$ cat src/rtl/rgn_pkg.sv
// Shared types, constants and helper functions for the region owner map.
`timescale 1ns / 1ps

package rgn_pkg;

  localparam int ADDR_W           = 47;
  localparam int LEN_W            = 48;
  localparam int OWNER_W          = 47;
  localparam int GEN_W            = 64;
  localparam int CMD_W            = 2;
  localparam int REGION_SHIFT     = 21;
  localparam int TABLE_INDEX_BITS = 10;
  // Wide enough for base + length - 1 without overflow.
  localparam int SPAN_W           = LEN_W + 1;

  typedef logic [TABLE_INDEX_BITS-1:0] idx_t;
  typedef logic [OWNER_W-1:0]          owner_t;
  typedef logic [SPAN_W-1:0]           span_t;

  typedef enum logic [CMD_W-1:0] {
    CMD_LOOKUP = 2'd0,
    CMD_INSERT = 2'd1,
    CMD_REMOVE = 2'd2,
    CMD_UNUSED = 2'd3
  } cmd_t;

  // One access to the owner table: a write port and a read port.
  typedef struct packed {
    logic   we;
    idx_t   waddr;
    owner_t wdata;
    logic   re;
    idx_t   raddr;
  } mem_req_t;

  // Result hand-off from the sequencer to the output register.
  typedef struct packed {
    logic fire;
    logic lookup;
  } res_t;

  // True when the byte address falls in a region covered by the table.
  function automatic logic in_table(input span_t addr);
    span_t reg_no;
    reg_no = addr >> (REGION_SHIFT + TABLE_INDEX_BITS);
    return (reg_no == '0);
  endfunction

  // Table index of the region holding the byte address.
  function automatic idx_t region_idx(input span_t addr);
    span_t reg_no;
    reg_no = addr >> REGION_SHIFT;
    return reg_no[TABLE_INDEX_BITS-1:0];
  endfunction

endpackage

$ cat src/rtl/rgn_seq.sv
// Sequencer: clearing pass, lookups and region-by-region range fills.
`timescale 1ns / 1ps

module rgn_seq (
  input  logic                        clk,
  input  logic                        rst,
  input  logic                        in_valid,
  output logic                        in_stall,
  input  logic [rgn_pkg::CMD_W-1:0]   cmd,
  input  logic [rgn_pkg::ADDR_W-1:0]  address,
  input  logic [rgn_pkg::LEN_W-1:0]   length,
  input  logic [rgn_pkg::OWNER_W-1:0] owner_in,
  input  logic                        out_free,
  output rgn_pkg::mem_req_t           mem_req,
  output rgn_pkg::res_t               res
);

  typedef enum logic [3:0] {
    ST_CLEAR  = 4'b0001,
    ST_IDLE   = 4'b0010,
    ST_FILL   = 4'b0100,
    ST_RESULT = 4'b1000
  } state_t;

  state_t          state, state_next;
  rgn_pkg::idx_t   cur, cur_next;
  rgn_pkg::idx_t   last, last_next;
  rgn_pkg::owner_t fill_val, fill_val_next;
  logic            lookup, lookup_next;

  logic            accept;
  rgn_pkg::span_t  base;
  rgn_pkg::span_t  end_addr;
  logic            len_zero;
  logic            first_in;
  rgn_pkg::idx_t   last_idx;

  assign accept   = in_valid && (state == ST_IDLE);
  assign in_stall = (state != ST_IDLE);

  assign base     = rgn_pkg::SPAN_W'(address);
  assign end_addr = base + rgn_pkg::SPAN_W'(length) - rgn_pkg::SPAN_W'(1);
  assign len_zero = (length == '0);
  assign first_in = rgn_pkg::in_table(base);
  assign last_idx = rgn_pkg::in_table(end_addr) ? rgn_pkg::region_idx(end_addr) : '1;

  always_comb begin
    state_next    = state;
    cur_next      = cur;
    last_next     = last;
    fill_val_next = fill_val;
    lookup_next   = lookup;
    mem_req       = '0;
    res           = '0;
    unique case (state)
      ST_CLEAR, ST_FILL: begin
        mem_req.we    = 1'b1;
        mem_req.waddr = cur;
        mem_req.wdata = fill_val;
        cur_next      = cur + rgn_pkg::idx_t'(1);
        if (cur == last) begin
          state_next = (state == ST_CLEAR) ? ST_IDLE : ST_RESULT;
        end
      end
      ST_IDLE: begin
        if (accept) begin
          lookup_next = 1'b0;
          state_next  = ST_RESULT;
          if (cmd == rgn_pkg::CMD_LOOKUP) begin
            mem_req.re    = 1'b1;
            mem_req.raddr = rgn_pkg::region_idx(base);
            lookup_next   = first_in;
          end else if ((cmd == rgn_pkg::CMD_INSERT || cmd == rgn_pkg::CMD_REMOVE) &&
                       !len_zero && first_in) begin
            cur_next      = rgn_pkg::region_idx(base);
            last_next     = last_idx;
            fill_val_next = (cmd == rgn_pkg::CMD_INSERT) ? owner_in : '0;
            state_next    = ST_FILL;
          end
        end
      end
      ST_RESULT: begin
        res.lookup = lookup;
        if (out_free) begin
          res.fire   = 1'b1;
          state_next = ST_IDLE;
        end
      end
      default: begin
        state_next = ST_CLEAR;
      end
    endcase
  end

  always_ff @(posedge clk) begin
    if (rst) begin
      state    <= ST_CLEAR;
      cur      <= '0;
      last     <= '1;
      fill_val <= '0;
      lookup   <= 1'b0;
    end else begin
      state    <= state_next;
      cur      <= cur_next;
      last     <= last_next;
      fill_val <= fill_val_next;
      lookup   <= lookup_next;
    end
  end

  // A fill walks upwards and stops at its last region.
  assert property (@(posedge clk) disable iff (rst)
    (state == ST_FILL) |-> (cur <= last))
    else $error("fill index passed the end of its range");

  // The clearing pass hands over to idle once the last entry is written.
  assert property (@(posedge clk) disable iff (rst)
    (state == ST_CLEAR && cur == last) |=> (state == ST_IDLE))
    else $error("clearing pass did not finish");

  // A lookup always has its read data in the following cycle, in the result state.
  assert property (@(posedge clk) disable iff (rst)
    (accept && cmd == rgn_pkg::CMD_LOOKUP) |=> (state == ST_RESULT && $past(mem_req.re)))
    else $error("lookup did not reach the result state");

  // Table writes and reads never come during the result hand-off.
  assert property (@(posedge clk) disable iff (rst)
    res.fire |-> !mem_req.we && !mem_req.re)
    else $error("table access during result hand-off");

endmodule
$ cat config.mk
export PLATFORM = sky130hd
export DESIGN_NAME = rgn_seq
export DESIGN_NICKNAME = d
export VERILOG_FILES = /design/src/rtl/rgn_pkg.sv /design/src/rtl/rgn_seq.sv
export SDC_FILE = /design/constraint.sdc
export NUM_CORES = 1
export LEC_CHECK = 0
export ABC_AREA = 1
export BUFFER_PORTS_ARGS = -buffer_cell sky130_fd_sc_hd__buf_2
export CAP_MARGIN = 20
export CELL_PAD_IN_SITES_DETAIL_PLACEMENT = 0
export CELL_PAD_IN_SITES_GLOBAL_PLACEMENT = 1
export CORE_MARGIN = 2
export CORE_UTILIZATION = 33
export DETAILED_ROUTE_END_ITERATION = 10
export PLACE_DENSITY_LB_ADDON = 0.1
export SYNTH_ARGS = -nofsm -noshare
export SYNTH_HDL_FRONTEND = slang
export SYNTH_SLANG_ARGS = --single-unit
$ cat constraint.sdc
create_clock -name clk -period 2.6 [get_ports clk]
set_clock_uncertainty 0.2 [all_clocks]
set_input_delay 0.26 -clock clk [delete_from_list [all_inputs] [get_ports clk]]
set_output_delay 0.26 -clock clk [all_outputs]
set_load 0.05 [all_outputs]
==> impl_metrics.yaml, run 1 <==
status:
  status: "complete, but fails checks"
  violations: "negative setup slack"
timing:
  setup_viol: 10
  hold_violations: 0
  finalCritPeriodShare_pct: 107
  rsz0062_at_grt: "true"
  fin_ws_ps: -177
  max-slew-margin-rel_pct: 66.9
  worst_pin_slew_ps: 496
  max_freq_mhz: 360
  fin_crit_ps: 2780
  slew_viol_final: 0
setup_path:
  timing.critical_path.required_ps: 2620
  r2r_cells: 9
  r2r_slack_ps: 440
  critPathKind: "input pin to register"
  setup.worst_path.end_class: "register"
  cp.arrival_ps: 2800
  cp_max_fo: 5
  cp-start-kind: "input pin"
  r2r-end: "state[2]$_SDFFE_PP0P_"
  r2r_start: "cur[2]$_SDFFE_PP0P_"
clock_tree:
  cts.sinks: 72
  root_buffer: "clkbuf_16"
  cts-buffers-inserted: 9
  htree_levels: 3
  clk_pin_slew_ps: 60
  cts_tree: "done"
  cts_max_path_buffers: 2
  clock_latency_ps: 330
drt:
  wl_met1_um: 13900
  drc_errors: 0
  vias_per_cell: 4.37
  drtPass1Iterations: 5
  wirelength_um: 30700
  wl_met3_um: 1230
  drtIter0Drc: 385
  detail-route-antenna-nets: 0
  highest_layer: "met4"
  wl_per_cell_um: 12.3
  dr_wl_met2_um: 14900
  vias: 10900
place:
  place_congestion: 0.922
  portBuffers: 219
  dp_cells: 2470
  dp_hpwl_um: 25900
  placedInstanceArea_um2: 12300
global_routing:
  gr-total-overflow: 0
  grt_pass1_vias: 10100
  grt_pass1_wl_um: 49100
  grt_max_degree: 48
  antenna_found_initial: 0
  track_usage_pct: 20.9
logic_synthesis:
  ys_ff_latch: 72
  seq_area_frac_synth_pct: 15.7
  synth-xor-area-share_pct: 1.34
  netlist_instances: 1734
  synth.area.top_cells: "nand2_1 (23%), inv_1 (19%), dfxtp_1 (16%), ha_1 (13%), nor2_1 (6.7%)"
  ys_warn_count: 0
  synth_top_cell_area_share_pct: 23.4
  syn-num-nets: 1977
  synth-edff-count: 0
  synth_compound_area_share_pct: 7.46
  synth_adder_area_share_pct: 12.9
  yosysTopAreaCell: "nand2_1"
  async_reset_ff_share_pct: 0
  synth-main-ff-cell: "dfxtp_1"
  synth-simple-area-share_pct: 41.7
  synth_top_family_by_area: "simple AND/OR/NAND/NOR gates"
  synth.avg_cell_area_um2: 5.29
  synth.area.mux_share_pct: 0
  synthDistinctLibCells: 34
  syn_area_um2: 9180
pwr:
  leakage_nw: 7.58
  ir_worst_vdd_uv: 312
  power_density_nw_per_um2: 454
layout:
  drive_above_1_share_pct: 31.7
  fin_area_um2: 13700
  diodes: 0
  instances_no_fill: 2498
  layout.nets: 2359
  areaGrowthSynthToFinish_pct: 48.9
floorplanning:
  die_w_um: 171
  initial_utilization_pct: 33.3
  ioPinCount: 220
  die_area_um2: 29200
  die_y_um: 171
  rows: 61
  core_um2: 27600
hold_path:
  hold_path_depth: 5
  hold_path_end: "fill_val[5]$_SDFFE_PP0P_"
  hold_path_class: "input pin to register"
  hold_start: "owner_in[5]"
job:
  drv_cap: 0
[critical path, stage by stage]
cell,delay (ps)
buf_2,80
inv_1,60
ha_1,300
inv_2,50
ha_4,280
buf_4,110
nand2_4,70
nor2_4,140
buf_4,140
nand3_1,110
nor2_2,130
nand2_2,90
nand4_1,120
nand3_2,140
nor3_4,350
clkbuf_16,210
nand3_1,60
nand2_1,70
nand2_1,40
[cell type report]
cell class / count / area, um^2
tap: 378 / 473
multi-input combinational: 1155 / 7050
timing repair buffer: 404 / 2610
inverter: 474 / 1780
sequential: 72 / 1440
clock inverter: 6 / 92.6
clock buffer: 9 / 225
fill: 3060 / 13900
[state kept, by name, summed over array words and instances, names as in the netlist]
register and flops:
fill_val 47, cur 10, last 10, state 4, lookup 1
[how the worst max path moves through the flow]
stage / startpoint / to / slack [ps] / cells after the start
global route: address[38] / last[0]$_SDFFE_PP1P_ / -320 / 20
global placement: address[27] / last[1]$_SDFFE_PP1P_ / -610 / 22
finish: length[27] / last[4]$_SDFFE_PP1P_ / -180 / 19
floorplan: state[2]$_SDFFE_PP0P_ / mem_req[48] / -70 / 8
CTS: address[21] / last[8]$_SDFFE_PP1P_ / -140 / 22
detailed placement: length[18] / last[1]$_SDFFE_PP1P_ / -600 / 20
[cell usage in the layout, fill, tap and decap left out, drive strengths merged, types with 3 or more instances in the layout]
cell type and instances:
a21oi 99, a31oi 5, and2 3, buf 398, clkbuf 15, dfxtp 72, ha 95, inv 474
nand2 583, nand3 70, nand4 36, nor2 192, nor3 16, nor4 7, o21ai 24, or2 3
xor2 12
[power by group]
group | total (W) | switching, W | internal, W
combinational | 0.00365 | 0.00220 | 0.00145
sequential | 0.00122 | 0.0000587 | 0.00117
clock | 0.00133 | 0.000490 | 0.000841
[per-layer routing]
layer / track usage (%) / up-vias
met5: 0 / -
met1: 26.3 / 4773
li1: - / 5906
met4: 5.31 / 0
met3: 1.71 / 35
met2: 38.2 / 192
[stage by stage]
stage	total power, W	hold WS (ps)	utilization [%]	TNS, ps	setup WS, ps
after floorplan	0.00331	138	-	-1410	-70.3
after global routing	0.00675	41.8	49.6	-3010	-321
final	0.00621	33.9	49.6	-1470	-177
after detailed placement	0.00451	241	44.7	-5950	-605
after CTS	0.00594	21.7	46.4	-1340	-143
after global placement	0.00451	234	44.7	-5990	-609
[cells in the mapped netlist (4+ instances only)]
cell type,number
nand2_1,572
inv_1,464
nor2_1,165
a21oi_1,99
ha_1,95
dfxtp_1,72
nand3_1,68
nand4_1,36
clkbuf_1,23
o21ai_0,23
nor2_2,21
nor3_1,13
xor2_1,12
nand2_2,11
inv_2,9
buf_1,7
nor4_1,6
a31oi_1,5
nor2_4,5
buf_2,4
[cells by family after synthesis]
family,after synthesis
buf+inv,508
compound gates,133
simple gates,912
fa+ha+maj,95
flops,72
xor+xnor,14
[what timing repair did]
action                                  4_1_cts  5_1_grt
gates resized for setup                      29      187
hold buffers                                  0        0
endpoints found under the setup margin       21       19
pin swaps                                     6       57
cloned                                        1        1
setup buffers                                 0       11
Power figures use the tool's default switching activity.
==> run 2: changes to the inputs <==
Settings changed: SETUP_SLACK_MARGIN set to 0.15.
==> run 2 against run 1 <==
  * The flow still finishes with violations (negative setup slack)
  * Flip-flop and latch count did not move
  * Hold slack better by 0.94 ps
  * Critical path depth increased by 3
  * Register-to-register slack worse by 40 ps
  * Global-route usage increased by 0.18 points
  * Clock power about the same
  * Final cell count is 0.52% lower
  * Maximum frequency increased by 3.3%
  * Combinational power increased by 9.3%
  * Total power rose by 5.5%
  * Core utilization increased by 3.0 points
  * Critical path type unchanged
  * Highest routed layer unchanged
==> impl_metrics.yaml, run 2 (synthesized netlist as in run 1, its figures left out) <==
clock_tree:
  clock_latency_ps: 330
  cts_max_path_buffers: 2
  clk_pin_slew_ps: 60
  cts-buffers-inserted: 9
  root_buffer: "clkbuf_16"
  htree_levels: 3
  cts.sinks: 72
  hold_buffers: 0
  cts_tree: "done"
floorplanning:
  die_area_um2: 29200
  initial_utilization_pct: 33.3
  rows: 61
  core_um2: 27600
  die_w_um: 171
  die_y_um: 171
  ioPinCount: 220
timing:
  finalCritPeriodShare_pct: 103
  slew_viol_final: 0
  max_freq_mhz: 372
  setup_viol: 10
  fin_ws_ps: -87.7
  fin_crit_ps: 2690
  worst_pin_slew_ps: 494
  max-slew-margin-rel_pct: 67.0
  hold_violations: 0
  rsz0062_at_grt: "true"
setup_path:
  timing.critical_path.required_ps: 2620
  critPathKind: "input pin to register"
  cp_max_fo: 5
  cp_cell_sequence: "buf_6 -> inv_4 -> ha_4 -> inv_4 -> ha_4 -> nand2_4 -> nor2_4 -> inv_4 -> nor2_4 -> nand2_4 -> nor3_4 -> nand2_2 -> nand3_2 -> nand2_1 -> nand2_1 -> nand3_2 -> nor3_4 -> buf_12 -> buf_12 -> nand3_2 -> nand2_1 -> nand2_1"
  slowest_stage: "ha_4"
  setup.worst_path.end_class: "register"
  worst_path_largest_cell_delay_ps: 290
  cp_common_cell: "nand2_1"
  cp.arrival_ps: 2710
  r2r_cells: 10
  cp-start-kind: "input pin"
hold_path:
  hold_path_class: "input pin to register"
  hold_path_depth: 5
layout:
  drive_above_1_share_pct: 39.0
  largest_reg_flops: 47
  final_cell_mix: "nand2_1 (479), inv_1 (380), buf_2 (180), buf_4 (157), nor2_1 (100)"
  fin_area_um2: 14500
  areaGrowthSynthToFinish_pct: 58.0
  final_common_cell: "nand2_1"
  max_flop_register: "fill_val"
  diodes: 0
  n_fill_cell: 2955
  top_regs: "fill_val (47), cur (10), last (10)"
  layout.nets: 2346
place:
  placedInstanceArea_um2: 12600
  portBuffers: 219
  place_congestion: 0.912
  dp_hpwl_um: 25700
  pre_cts_ws_ps: -512
status:
  status: "complete, but fails checks"
  violations: "negative setup slack"
global_routing:
  antenna_found_initial: 0
  track_usage_pct: 21.0
  grt_pass1_wl_um: 49600
  gr-total-overflow: 0
  grt_max_degree: 49
  grt_pass1_vias: 10400
drt:
  wl_met3_um: 1200
  wl_per_cell_um: 12.5
  detail-route-antenna-nets: 0
  highest_layer: "met4"
  vias_per_cell: 4.44
  drtIter0Drc: 332
  vias: 11000
  dr_wl_met2_um: 15400
  wirelength_um: 31200
  drc_errors: 0
  wl_met1_um: 14000
  drtPass1Iterations: 5
pwr:
  ir_worst_vdd_uv: 409
  leakage_nw: 7.65
  power_density_nw_per_um2: 452
job:
  drv_cap: 0
## run 2: layout make-up
type                            count  area, um^2  area share (%)
Timing Repair Buffer              391        2710            18.7
Inverter                          474        1840            12.7
Sequential cell                    72        1440            9.94
Clock buffer                       10         239            1.65
Multi-Input combinational cell   1155        7710            53.2
Clock inverter                      5        81.3           0.561
Tap cell                          378         473            3.26
## run 2: per-stage QoR
step           TNS (ps)  hold slack, ps  power [W]  std cells  utilization, %
6_report           -727            34.8    0.00655       2485            52.6
5_1_grt           -2050            44.5    0.00706       2485            52.6
4_1_cts            -271            27.7    0.00632       2472            50.2
3_5_place_dp      -7110             240    0.00462       2440            45.6
3_3_place_gp      -7330             237    0.00462       2440            45.6
2_1_floorplan     -1410             138    0.00348       1734               -
## run 2: where the power goes
| part | switching, W | total (W) | internal [W] | leakage, nW |
|---|---|---|---|---|
| sequential | 0.0000576 | 0.00122 | 0.00117 | 0.583 |
| combinational | 0.00241 | 0.00399 | 0.00158 | 6.91 |
| clock | 0.000473 | 0.00133 | 0.000860 | 0.155 |
## run 2: worst paths after layout
path              slack, ps                      from                   endpoint
setup / recovery        -90               address[21]       last[1]$_SDFFE_PP1P_
hold / removal           30              owner_in[28]  fill_val[28]$_SDFFE_PP0P_
setup reg to reg        400     state[3]$_SDFFE_PP0P_  fill_val[13]$_SDFFE_PP0P_
hold reg to reg         250  fill_val[3]$_SDFFE_PP0P_   fill_val[3]$_SDFFE_PP0P_
## run 2: repair_timing
action | CTS | global route
setup buffers | 15 | 12
gates cloned | 2 | 1
setup endpoints to repair | 21 | 91
pin swaps | 106 | 82
gates resized for setup | 190 | 154
## run 2: worst max-delay path, delay by kind of cell
| kind | cells | cell delay (ps) |
|---|---|---|
| adder cells (fa/ha/maj) | 2 | 550 |
| buffers and inverters | 6 | 470 |
| AND/OR/NAND/NOR | 14 | 1430 |
## run 2: per-layer routing
layer	GRT usage (%)	up-vias
met5	0	-
met4	4.79	0
met3	1.64	38
met2	39.2	201
met1	26.2	4908
li1	-	5882
